### config.mk
export PLATFORM = sky130hd
export DESIGN_NAME = bitmap_font_glyph_layout_core
export DESIGN_NICKNAME = d
export VERILOG_FILES = /design/src/hdl/bfgl_pkg.sv /design/src/hdl/bfgl_div.sv /design/src/hdl/bfgl_dp.sv /design/src/hdl/bfgl_ctrl.sv /design/src/hdl/bitmap_font_glyph_layout_core.sv
export SDC_FILE = /design/constraint.sdc
export NUM_CORES = 2
export LEC_CHECK = 0
export BUFFER_PORTS_ARGS = -buffer_cell sky130_fd_sc_hd__buf_2
export CAP_MARGIN = 30
export CORE_AREA = 10 10 258 260
export DETAILED_ROUTE_END_ITERATION = 12
export DIE_AREA = 0 0 268 270
export GPL_TIMING_DRIVEN = 0
export PLACE_DENSITY_LB_ADDON = 0.12
export SKIP_CTS_REPAIR_TIMING = 1
export SLEW_MARGIN = 40
export SYNTH_ARGS = -nofsm -noshare
export SYNTH_HDL_FRONTEND = slang
export SYNTH_SLANG_ARGS = --single-unit
### constraint.sdc
create_clock -name clk -period 6.71 [get_ports clk]
set_input_delay 0.3355 -clock clk [delete_from_list [all_inputs] [get_ports clk]]
set_output_delay 0.3355 -clock clk [all_outputs]
set_load 0.01 [all_outputs]
### src/hdl/bfgl_pkg.sv
// Shared types, register codes and constants for the bitmap font glyph layout core.
// No dependencies; every other file of the block but bfgl_div imports this package.
`default_nettype none

package bfgl_pkg;

  localparam int COORD_BITS_DEF = 16;

  localparam logic [7:0] CHAR_SPACE   = 8'h20;
  localparam logic [7:0] CHAR_NEWLINE = 8'h0A;
  localparam logic [7:0] CHAR_LOWER_A = 8'h61;
  localparam logic [7:0] CHAR_LOWER_Z = 8'h7A;
  localparam logic [7:0] CASE_OFFSET  = 8'h20;

  typedef enum logic [2:0] {
    REG_GLYPH_WIDTH  = 3'd0,
    REG_GLYPH_HEIGHT = 3'd1,
    REG_ATLAS_ROWS   = 3'd2,
    REG_ATLAS_COLS   = 3'd3,
    REG_BASE_CHAR    = 3'd4,
    REG_DRAW_SCALE   = 3'd5,
    REG_ADVANCE_TRIM = 3'd6,
    REG_TINT_COLOR   = 3'd7
  } cfg_reg_t;

  typedef struct packed {
    logic [7:0]  glyph_width;
    logic [7:0]  glyph_height;
    logic [7:0]  atlas_rows;
    logic [7:0]  atlas_cols;
    logic [7:0]  base_char;
    logic [11:0] draw_scale;
    logic [7:0]  advance_trim;
    logic [31:0] tint_color;
  } cfg_t;

  typedef struct packed {
    logic [7:0]         char_code;
    logic               new_string;
    logic signed [15:0] origin_x;
    logic signed [15:0] origin_y;
  } in_item_t;

  typedef struct packed {
    logic signed [15:0] screen_x;
    logic signed [15:0] screen_y;
    logic [15:0]        cell_left;
    logic [15:0]        cell_top;
    logic [15:0]        cell_right;
    logic [15:0]        cell_bottom;
    logic [31:0]        draw_color;
  } out_item_t;

  typedef enum logic [2:0] {
    S_IDLE,
    S_PREP,
    S_CLASS,
    S_STEP,
    S_DIV,
    S_MUL,
    S_OUT
  } state_t;

  typedef struct packed {
    logic load;
    logic prep;
    logic nl;
    logic adv;
    logic div_start;
    logic mul;
    logic out_load;
  } dp_cmd_t;

  typedef struct packed {
    logic is_space;
    logic is_nl;
    logic glyph_ok;
    logic div_done;
    logic slot_free;
  } dp_sts_t;

endpackage

`default_nettype wire

### src/hdl/bfgl_div.sv
// Restoring divider, one quotient bit per cycle, 8-bit operands.
// Depends on nothing but the clock and reset; used by bfgl_dp.
`default_nettype none

module bfgl_div (
  input  wire logic       clk,
  input  wire logic       rst_n,
  input  wire logic       start,
  input  wire logic [7:0] dividend,
  input  wire logic [7:0] divisor,
  output logic            done,
  output logic [7:0]      quotient,
  output logic [7:0]      remainder
);

  logic       busy_r, busy_nxt;
  logic       done_r, done_nxt;
  logic [2:0] step_r, step_nxt;
  logic [7:0] quo_r, quo_nxt;
  logic [7:0] rem_r, rem_nxt;
  logic [8:0] shifted;
  logic [8:0] trial;

  always_comb begin
    shifted  = {rem_r, quo_r[7]};
    trial    = shifted - {1'b0, divisor};
    busy_nxt = busy_r;
    done_nxt = 1'b0;
    step_nxt = step_r;
    quo_nxt  = quo_r;
    rem_nxt  = rem_r;
    if (start) begin
      busy_nxt = 1'b1;
      step_nxt = '0;
      quo_nxt  = dividend;
      rem_nxt  = '0;
    end else if (busy_r) begin
      // keep the trial difference when it did not go negative
      rem_nxt  = trial[8] ? shifted[7:0] : trial[7:0];
      quo_nxt  = {quo_r[6:0], ~trial[8]};
      step_nxt = step_r + 3'd1;
      if (step_r == 3'd7) begin
        busy_nxt = 1'b0;
        done_nxt = 1'b1;
      end
    end
  end

  always_ff @(posedge clk) begin
    if (!rst_n) begin
      busy_r <= 1'b0;
      done_r <= 1'b0;
      step_r <= '0;
    end else begin
      busy_r <= busy_nxt;
      done_r <= done_nxt;
      step_r <= step_nxt;
    end
  end

  always_ff @(posedge clk) begin
    quo_r <= quo_nxt;
    rem_r <= rem_nxt;
  end

  assign done      = done_r;
  assign quotient  = quo_r;
  assign remainder = rem_r;

endmodule

`default_nettype wire

### src/hdl/bfgl_dp.sv
// Layout datapath: pen state, advance and line step, atlas cell math, output register.
// Depends on bfgl_pkg and instantiates bfgl_div.
`default_nettype none

module bfgl_dp
  import bfgl_pkg::*;
#(
  parameter int COORD_BITS = COORD_BITS_DEF
) (
  input  wire logic      clk,
  input  wire logic      rst_n,
  input  wire cfg_t      cfg,
  input  wire in_item_t  in_data,
  input  wire dp_cmd_t   cmd,
  output dp_sts_t        sts,
  input  wire logic      out_ready,
  output logic           out_valid,
  output out_item_t      out_data
);

  in_item_t               item_r;
  logic [7:0]             ch_r, ch_nxt;
  logic [COORD_BITS-1:0]  pen_x_r, pen_x_nxt;
  logic [COORD_BITS-1:0]  pen_y_r, pen_y_nxt;
  logic [COORD_BITS-1:0]  line_x_r, line_x_nxt;
  logic signed [21:0]     prod_r;
  logic signed [21:0]     biased;
  logic signed [13:0]     adv_r;
  logic [19:0]            hprod;
  logic [11:0]            lstep_r;
  logic [15:0]            cnt_r;
  logic signed [8:0]      diff;
  logic [8:0]             idx;
  logic [31:0]            adv_ext;
  logic [31:0]            lstep_ext;
  logic [31:0]            org_x_ext;
  logic [31:0]            org_y_ext;
  logic [31:0]            px_ext;
  logic [31:0]            py_ext;
  logic                   div_done;
  logic [7:0]             quo;
  logic [7:0]             rem;
  logic [15:0]            left_r;
  logic [15:0]            top_r;
  logic                   out_valid_r, out_valid_nxt;
  out_item_t              out_r;

  // Config-derived terms, refreshed every cycle
  assign diff   = $signed({1'b0, cfg.glyph_width}) - $signed({1'b0, cfg.advance_trim});
  assign hprod  = 20'(cfg.glyph_height) * 20'(cfg.draw_scale);
  assign biased = prod_r + (prod_r[21] ? 22'sd255 : 22'sd0);

  always_ff @(posedge clk) begin
    prod_r  <= 22'(diff) * 22'($signed({1'b0, cfg.draw_scale}));
    adv_r   <= biased[21:8];
    lstep_r <= hprod[19:8];
    cnt_r   <= 16'(cfg.atlas_rows) * 16'(cfg.atlas_cols);
  end

  assign adv_ext   = 32'(adv_r);
  assign lstep_ext = 32'(lstep_r);
  assign org_x_ext = 32'(item_r.origin_x);
  assign org_y_ext = 32'(item_r.origin_y);
  assign px_ext    = 32'(pen_x_r);
  assign py_ext    = 32'(pen_y_r);

  // Fold lowercase, classify the folded character
  always_comb begin
    ch_nxt = item_r.char_code;
    if (item_r.char_code >= CHAR_LOWER_A && item_r.char_code <= CHAR_LOWER_Z) begin
      ch_nxt = item_r.char_code - CASE_OFFSET;
    end
  end

  assign idx           = {1'b0, ch_r} - {1'b0, cfg.base_char};
  assign sts.is_space  = (ch_r == CHAR_SPACE);
  assign sts.is_nl     = (ch_r == CHAR_NEWLINE);
  assign sts.glyph_ok  = !idx[8] && (cfg.atlas_cols != 8'd0) && ({8'd0, idx[7:0]} < cnt_r);
  assign sts.div_done  = div_done;
  assign sts.slot_free = !out_valid_r || out_ready;

  bfgl_div u_div (
    .clk       (clk),
    .rst_n     (rst_n),
    .start     (cmd.div_start),
    .dividend  (idx[7:0]),
    .divisor   (cfg.atlas_cols),
    .done      (div_done),
    .quotient  (quo),
    .remainder (rem)
  );

  always_comb begin
    pen_x_nxt  = pen_x_r;
    pen_y_nxt  = pen_y_r;
    line_x_nxt = line_x_r;
    if (cmd.prep && item_r.new_string) begin
      pen_x_nxt  = org_x_ext[COORD_BITS-1:0];
      pen_y_nxt  = org_y_ext[COORD_BITS-1:0];
      line_x_nxt = org_x_ext[COORD_BITS-1:0];
    end else if (cmd.nl) begin
      pen_y_nxt = pen_y_r + lstep_ext[COORD_BITS-1:0];
      pen_x_nxt = line_x_r;
    end else if (cmd.adv || cmd.out_load) begin
      pen_x_nxt = pen_x_r + adv_ext[COORD_BITS-1:0];
    end
  end

  always_comb begin
    out_valid_nxt = out_valid_r;
    if (out_ready) begin
      out_valid_nxt = 1'b0;
    end
    if (cmd.out_load) begin
      out_valid_nxt = 1'b1;
    end
  end

  always_ff @(posedge clk) begin
    if (!rst_n) begin
      pen_x_r     <= '0;
      pen_y_r     <= '0;
      line_x_r    <= '0;
      out_valid_r <= 1'b0;
    end else begin
      pen_x_r     <= pen_x_nxt;
      pen_y_r     <= pen_y_nxt;
      line_x_r    <= line_x_nxt;
      out_valid_r <= out_valid_nxt;
    end
  end

  always_ff @(posedge clk) begin
    if (cmd.load) begin
      item_r <= in_data;
    end
    if (cmd.prep) begin
      ch_r <= ch_nxt;
    end
    if (cmd.mul) begin
      left_r <= 16'(rem) * 16'(cfg.glyph_width);
      top_r  <= 16'(quo) * 16'(cfg.glyph_height);
    end
    if (cmd.out_load) begin
      out_r.screen_x    <= px_ext[15:0];
      out_r.screen_y    <= py_ext[15:0];
      out_r.cell_left   <= left_r;
      out_r.cell_top    <= top_r;
      out_r.cell_right  <= left_r + {8'd0, cfg.glyph_width};
      out_r.cell_bottom <= top_r + {8'd0, cfg.glyph_height};
      out_r.draw_color  <= cfg.tint_color;
    end
  end

  assign out_valid = out_valid_r;
  assign out_data  = out_r;

  a_load_free: assert property (@(posedge clk) disable iff (!rst_n)
    cmd.out_load |-> (!out_valid_r || out_ready))
    else $error("result loaded over an untaken result");

  a_pen_hold: assert property (@(posedge clk) disable iff (!rst_n)
    !(cmd.prep || cmd.nl || cmd.adv || cmd.out_load) |=> $stable(pen_x_r))
    else $error("pen x moved without a command");

  a_pen_y_hold: assert property (@(posedge clk) disable iff (!rst_n)
    (cmd.adv || cmd.out_load) |=> $stable(pen_y_r))
    else $error("pen y moved on a horizontal advance");

endmodule

`default_nettype wire

### src/hdl/bfgl_ctrl.sv
// Sequencer for one character: decode, step, divide, multiply, emit.
// Depends on bfgl_pkg; drives bfgl_dp through dp_cmd_t and reads dp_sts_t.
`default_nettype none

module bfgl_ctrl
  import bfgl_pkg::*;
(
  input  wire logic    clk,
  input  wire logic    rst_n,
  input  wire logic    in_valid,
  output logic         in_ready,
  input  wire dp_sts_t sts,
  output dp_cmd_t      cmd
);

  state_t state_r, state_nxt;

  always_comb begin
    state_nxt = state_r;
    unique case (state_r)
      S_IDLE: begin
        if (in_valid) begin
          state_nxt = S_PREP;
        end
      end
      S_PREP: state_nxt = S_CLASS;
      S_CLASS: begin
        if (sts.is_space) begin
          state_nxt = S_STEP;
        end else if (sts.is_nl) begin
          state_nxt = S_IDLE;
        end else if (sts.glyph_ok) begin
          state_nxt = S_DIV;
        end else begin
          state_nxt = S_IDLE;
        end
      end
      S_STEP: state_nxt = S_IDLE;
      S_DIV: begin
        if (sts.div_done) begin
          state_nxt = S_MUL;
        end
      end
      S_MUL: state_nxt = S_OUT;
      S_OUT: begin
        if (sts.slot_free) begin
          state_nxt = S_IDLE;
        end
      end
      default: state_nxt = S_IDLE;
    endcase
  end

  always_comb begin
    cmd      = '0;
    in_ready = 1'b0;
    unique case (state_r)
      S_IDLE: begin
        in_ready = 1'b1;
        cmd.load = in_valid;
      end
      S_PREP:  cmd.prep = 1'b1;
      S_CLASS: begin
        cmd.nl        = sts.is_nl && !sts.is_space;
        cmd.div_start = sts.glyph_ok && !sts.is_space && !sts.is_nl;
      end
      S_STEP:  cmd.adv = 1'b1;
      S_DIV:   cmd = '0;
      S_MUL:   cmd.mul = 1'b1;
      S_OUT:   cmd.out_load = sts.slot_free;
      default: cmd = '0;
    endcase
  end

  always_ff @(posedge clk) begin
    if (!rst_n) begin
      state_r <= S_IDLE;
    end else begin
      state_r <= state_nxt;
    end
  end

  a_accept_prep: assert property (@(posedge clk) disable iff (!rst_n)
    (in_valid && in_ready) |=> (state_r == S_PREP))
    else $error("accepted transaction did not enter decode");

  a_done_in_div: assert property (@(posedge clk) disable iff (!rst_n)
    sts.div_done |-> (state_r == S_DIV))
    else $error("divider finished outside the divide state");

  a_div_mul: assert property (@(posedge clk) disable iff (!rst_n)
    (state_r == S_DIV && sts.div_done) |=> cmd.mul)
    else $error("cell multiply did not follow the divide");

endmodule

`default_nettype wire

### src/hdl/bitmap_font_glyph_layout_core.sv
// Sequence: a character is taken in idle, latched, then decoded and classified; a glyph
// goes on through the divide, multiply and output states, a space through one pen step,
// and a newline or a skipped character returns to idle. One character at a time; the
// 8-iteration divider splits the glyph index into atlas column and row.
// The result register lets the next character enter while a result waits.
// Reset (synchronous, rst_n low): pen, line start, state and result valid clear;
// configuration returns to its defaults. Depends on bfgl_pkg, bfgl_ctrl, bfgl_dp.
`default_nettype none

module bitmap_font_glyph_layout_core
  import bfgl_pkg::*;
#(
  parameter int COORD_BITS = COORD_BITS_DEF
) (
  input  wire logic      clk,
  input  wire logic      rst_n,
  input  wire logic      in_valid,
  output logic           in_ready,
  input  wire in_item_t  in_data,
  output logic           out_valid,
  input  wire logic      out_ready,
  output out_item_t      out_data,
  input  wire logic      cfg_we,
  input  wire logic [2:0] cfg_index,
  input  wire logic [31:0] cfg_wdata
);

  cfg_t    cfg_r, cfg_nxt;
  dp_cmd_t cmd;
  dp_sts_t sts;

  always_comb begin
    cfg_nxt = cfg_r;
    if (cfg_we) begin
      unique case (cfg_reg_t'(cfg_index))
        REG_GLYPH_WIDTH:  cfg_nxt.glyph_width  = cfg_wdata[7:0];
        REG_GLYPH_HEIGHT: cfg_nxt.glyph_height = cfg_wdata[7:0];
        REG_ATLAS_ROWS:   cfg_nxt.atlas_rows   = cfg_wdata[7:0];
        REG_ATLAS_COLS:   cfg_nxt.atlas_cols   = cfg_wdata[7:0];
        REG_BASE_CHAR:    cfg_nxt.base_char    = cfg_wdata[7:0];
        REG_DRAW_SCALE:   cfg_nxt.draw_scale   = cfg_wdata[11:0];
        REG_ADVANCE_TRIM: cfg_nxt.advance_trim = cfg_wdata[7:0];
        REG_TINT_COLOR:   cfg_nxt.tint_color   = cfg_wdata;
        default:          cfg_nxt = cfg_r;
      endcase
    end
  end

  always_ff @(posedge clk) begin
    if (!rst_n) begin
      cfg_r.glyph_width  <= 8'd1;
      cfg_r.glyph_height <= 8'd1;
      cfg_r.atlas_rows   <= 8'd1;
      cfg_r.atlas_cols   <= 8'd1;
      cfg_r.base_char    <= CHAR_SPACE;
      cfg_r.draw_scale   <= 12'd256;
      cfg_r.advance_trim <= 8'd0;
      cfg_r.tint_color   <= 32'hFFFF_FFFF;
    end else begin
      cfg_r <= cfg_nxt;
    end
  end

  bfgl_ctrl u_ctrl (
    .clk      (clk),
    .rst_n    (rst_n),
    .in_valid (in_valid),
    .in_ready (in_ready),
    .sts      (sts),
    .cmd      (cmd)
  );

  bfgl_dp #(
    .COORD_BITS (COORD_BITS)
  ) u_dp (
    .clk       (clk),
    .rst_n     (rst_n),
    .cfg       (cfg_r),
    .in_data   (in_data),
    .cmd       (cmd),
    .sts       (sts),
    .out_ready (out_ready),
    .out_valid (out_valid),
    .out_data  (out_data)
  );

endmodule

`default_nettype wire

# Word-level counts from Yosys, hierarchy flattened
# Cells that the tools add are included.
# totals
regBits	438
input_bits	81
elab_cells	138
# classes
n_addsub	10
mul	5
order_cmp	3
eq_ne	19
n_mux	31
bitwise_logic	3
reduce_logical	31
# op_table
op	n
two-way mux 16 bit	5
multiplier 8 x 8 -> 16 bit	3
two-way mux 8 bit	5
adder 16 x 8 -> 16 bit	2
== test 3 bit (second input constant)	8
adder 22 bit	1
multiplier 9 x 13 -> 22 bit	1
multiplier 8 x 12 -> 20 bit	1
two-way mux 3 bit	6
case mux 3 bit (6 select lines)	1
subtractor 8 x 8 -> 9 bit	2
adder 16 x 12 -> 16 bit	1
adder 16 bit	1
less-than comparator 8 x 16 -> 1 bit	1
AND reduction 2 bit	8
two-way mux 1 bit	14
== test 3 x 2 -> 1 bit (second input constant)	4
subtractor 9 x 8 -> 9 bit	1
== test 8 x 4 -> 1 bit (second input constant)	1
== test 8 x 6 -> 1 bit (second input constant)	1
greater-or-equal comparator 8 x 7 -> 1 bit (second input constant)	1
less-or-equal comparator 8 x 7 -> 1 bit (second input constant)	1
nonzero test 8 bit	1
subtractor 8 x 6 -> 8 bit (second input constant)	1
other kinds (14)	31

# Depth between registers and ports, before layout
# depth
ltp_word	8
ltp_mapped	28
ltp_nobuf	27

# By module
# From an unflattened synthesis, not the netlist that was laid out.
# unflattened
hier_cells	2987
hier_area_um2	30855.8
# modules_own_cells
module	instances	cells_per_inst	area_each_um2	seq_area_each_um2
bfgl_dp	1	2452	25508.2	8538.2
bitmap_font_glyph_layout_core	1	361	3703.6	1841.8
bfgl_div	1	148	1432.6	500.5
bfgl_ctrl	1	26	211.5	60.1

# Worst setup path before layout
# OpenSTA, ideal clock, no wires.
# synth_timing
path_type	register to register
from	register u_ctrl.state_r[1]
to	register u_dp.out_r, in the netlist u_dp.out_data[0], enable pin
arrival_ns	6.007
required_time_ns	6.093
slack_ns	0.086
stages_incl_launch_ff	4
synth_period_minus_slack_ns	6.624
cell_sequence	dfxtp_1 clkbuf_1 nand2b_1 nor2_1
# synth_rtl
element	line	rtl
start: declaration	bfgl_ctrl.sv:16	state_t state_r, state_nxt;
start signal: assignment	bfgl_ctrl.sv:79	state_r <= state_nxt;
end: declaration	bfgl_dp.sv:46	out_item_t out_r;

# Worst setup path in the final report
# layout_timing
from	register cfg_r[89] (netlist bit)
to	register u_dp.prod_r[19]
# layout_between
elab_chain_len	2
# layout_rtl
element	line	rtl
start: declaration	bitmap_font_glyph_layout_core.sv:28	cfg_t cfg_r, cfg_nxt;
start signal: assignment	bitmap_font_glyph_layout_core.sv:60	cfg_r <= cfg_nxt;
subtractor 8 x 8 -> 9 bit	bfgl_dp.sv:49	assign diff = $signed({1'b0, cfg.glyph_width}) - $signed({1'b0, cfg.advance_trim});
multiplier 9 x 13 -> 22 bit	bfgl_dp.sv:54	prod_r <= 22'(diff) * 22'($signed({1'b0, cfg.draw_scale}));
end signal: assignment	bfgl_dp.sv:54	
end: declaration	bfgl_dp.sv:26	logic signed [21:0] prod_r;
# Every way passes these cells.
# A chain may end at the register's enable or synchronous reset.

==> impl_metrics.env <==
export IMPL_status="completed"
export IMPL_synth_ff_type="dfxtp_1"
export IMPL_synth_seq_area_share_pct=36.13
export IMPL_p_int_mw=5.274
export IMPL_instances_no_fill=4211
export IMPL_synth_cells=3056
export IMPL_tritoncts="yes"
export IMPL_muxShareOfSynthArea_pct=0.6983
export IMPL_p_switching_mw=2.219
export IMPL_fin_crit_ns=6.465
export IMPL_crit_chain="ha_1, or3_1, o21ai_0, a21oi_2, xor2_2, clkbuf_4, nand2_1, fa_1, fa_1, inv_1, fa_1, fa_1, inv_1, fa_1, inv_1, ha_4, o21a_1, o31a_1, o31ai_4, a31oi_4, o41ai_4, buf_4, xnor2_1"
export IMPL_crit_fanout=10
export IMPL_finalPower_mw=7.493
export IMPL_die_area_mm2=0.07236
export IMPL_via_per_inst=5.387
export IMPL_synth_seq_cells=438
export IMPL_cts_sinks=438
export IMPL_fill_cells=5329
export IMPL_hpwlAfterDp_um=62470
export IMPL_rsz0062_at_grt="false"
export IMPL_first_iter_violations=1472
export IMPL_yosys_warnings=0
export IMPL_fin_nets=3998
export IMPL_ant_nets=0
export IMPL_start_util_pct=49.43
export IMPL_antenna_cells=0
export IMPL_slowest_stage="fa_1"
export IMPL_cts_max_level=2
export IMPL_grt_start_max_net_pins=34
export IMPL_final_cell_mix="nand2_1, inv_1, ha_1"
export IMPL_yosys_area_share_simple_pct=16.11
export IMPL_fin_crit_sh_pct=96.35
export IMPL_slew_headroom_pct=43.68
export IMPL_coreArea_mm2=0.06126
export IMPL_combPwrFrac_pct=22.3
export IMPL_synth_edff_count=217
export IMPL_synth_top_area_share_pct=21.52
export IMPL_synth_top_area_cell="edfxtp_1"
export IMPL_clk_pin_slew_ns=0.06
export IMPL_fmax_ghz=0.1547
export IMPL_first_pass_iters=5
export IMPL_vias=22690
export IMPL_p_leak_nw=15.54
export IMPL_crit_top_cell="fa_1"
export IMPL_worst_pin_slew_ns=0.8447
export IMPL_final_common_cell="nand2_1"
export IMPL_hold_ws_ns=0.008667
export IMPL_syn_avg_cell_area_um2=9.908
export IMPL_cts_root_buf="clkbuf_16"
export IMPL_wl_per_cell_um=19.03
export IMPL_crit_path_start_kind="register"
export IMPL_synthArstFlopShare_pct=0
export IMPL_synth_top_family_by_area="adder cells"
export IMPL_drive_gt1_share_pct=10.67
export IMPL_antenna_found_initial=2
export IMPL_ys_types=71
export IMPL_yosys_top_cells_area="edfxtp_1, fa_1, dfxtp_1"
export IMPL_layout_area_seq_mm2=0.01095
export IMPL_area_delta_synth_final_pct=15.16
export IMPL_path_class="reg2reg"
export IMPL_p_sw_share_pct=29.61
export IMPL_cts_buffers=48
export IMPL_skew_ns=0.03319
export IMPL_die_y_um=270
export IMPL_irDropWorstVdd_uv=223.2
export IMPL_place_ws_ns=-0.6341
export IMPL_p_clk_share_pct=35.6
export IMPL_cp_arrival_ns=6.96
export IMPL_synthAdderAreaFrac_pct=28.22
export IMPL_dpl_cell_count=4054
export IMPL_drv_slew=0
export IMPL_io_buffers=200
export IMPL_seq_power_share_pct=42.1
export IMPL_pwr_density_cell_mw_per_mm2=214.9
export IMPL_num_rows=91
export IMPL_grt_pass1_vias=23480
export IMPL_worstPathRequired_ns=7.20
export IMPL_num_io_pins=211
export IMPL_synth_nets=3673
export IMPL_die_x_um=268
export IMPL_clk_path_buf_depth=3
export IMPL_drc=0
export IMPL_slowest_delay_ns=0.50
export IMPL_track_usage_pct=22.06
export IMPL_synth_compound_area_share_pct=9.231
export IMPL_overflow=0
export IMPL_multiInputGateArea_mm2=0.01772
export IMPL_routed_wl_um=80160
export IMPL_final_hold_violation_count=0
export IMPL_grt_pass1_wl_um=127400
export IMPL_gp_congestion=0.8781
export IMPL_crit_path_end_kind="register"
export IMPL_clk_latency_ns=0.60
export IMPL_fin_ws_ns=0.2449
export IMPL_drv_cap=0
export IMPL_synth_xor_area_share_pct=3.673
export IMPL_min_path_type="in2reg"
export IMPL_netlist_area_mm2=0.03028
export IMPL_finalSetupViolations=0
-- cells in the mapped netlist, drive strengths merged, types with 9 or more instances --
| cell | n |
|---|---|
| nand2 | 460 |
| inv | 350 |
| ha | 291 |
| fa | 245 |
| dfxtp | 221 |
| edfxtp | 217 |
| and2 | 200 |
| a21oi | 172 |
| nor2 | 115 |
| clkbuf | 107 |
| xnor2 | 96 |
| o21ai | 80 |
| nand3 | 68 |
| nand2b | 47 |
| nor2b | 33 |
| xor2 | 31 |
| nor3 | 29 |
| o21a | 28 |
| a21o | 24 |
| a211oi | 20 |
| and3 | 20 |
| o211ai | 16 |
| a31oi | 15 |
| nor4 | 14 |
| buf | 13 |
| mux2i | 11 |
| o21bai | 10 |
| mux2 | 9 |
-- worst max-delay path, delay by kind of cell, from the launching register on --
kind                       cells  cell delay, ns
adders and majority gates      7            3.03
xor gates and xnor gates       2            0.40
and+or+nand+nor                2            0.51
buffers and inverters          5            0.61
DFF                            1            0.49
AOI/OAI and AO/OA              7            1.32
-- layout make-up --
type	count	share of cell area [%]
timing repair buffer	275	5.167
clock buffer	72	3.907
clock inverter	18	0.6422
inverter	350	3.778
buffer	120	1.446
tap	790	2.834
sequential	438	31.41
multi-input combinational	2148	50.81
-- state kept, by name, summed over array words and instances, names as in the netlist, 14 cells and up --
| register | count |
|---|---|
| u_dp.out_data | 128 |
| u_dp.prod_r | 22 |
| u_dp.adv_r | 14 |
| u_dp.line_x_r | 16 |
| u_dp.item_r | 41 |
| u_dp.pen_y_r | 16 |
| u_dp.pen_x_r | 16 |
| cfg_r | 92 |
| u_dp.top_r | 16 |
| u_dp.cnt_r | 16 |
| u_dp.left_r | 16 |
-- power groups by stage --
stage	Sequential (mW)	Clock [mW]	Combinational [mW]
final	3.16	2.67	1.67
after detailed placement	3.21	0	1.59
after CTS	3.15	2.71	1.61
after global routing	3.17	2.81	1.90
after global placement	3.21	0	1.55
after floorplan	3.14	0	1.20
-- per-stage QoR --
step	setup TNS [ns]	cell area [um2]	utilization (%)
final	0	34870	56.93
after global routing	0	34870	56.93
after CTS	-3.633	34030	55.55
after detailed placement	-3.100	32440	52.96
after global placement	-293.83	32270	52.68
after floorplan	0	30280	-
-- routing by layer --
layer / GRT usage, % / wire length (um)
met1: 29.28 / 34870
met2: 37.36 / 39000
met3: 2.348 / 4114
met4: 6.586 / 2170
met5: 0 / 0
-- path summary, 6_finish.rpt --
check                 from               end  slack (ns)  cells after the start
max reg2reg      cfg_r[89]   u_dp.prod_r[19]        0.24                     23
max              cfg_r[89]   u_dp.prod_r[19]        0.24                     23
min reg2reg       cfg_r[7]  u_dp.out_data[7]        0.43                      0
min          cfg_wdata[12]         cfg_r[12]       0.009                      3
-- cells by family (layout without fill, tap and decap cells) --
group | Yosys count | after routing
adders and majority gates | 536 | 536
and+or+nand+nor | 1021 | 1021
muxes | 20 | 20
buffers and inverters | 470 | 835
xor gates and xnor gates | 127 | 127
AOI/OAI and AO/OA | 444 | 444
DFF | 438 | 438
Note: power is estimated with default switching activity, not from simulation.
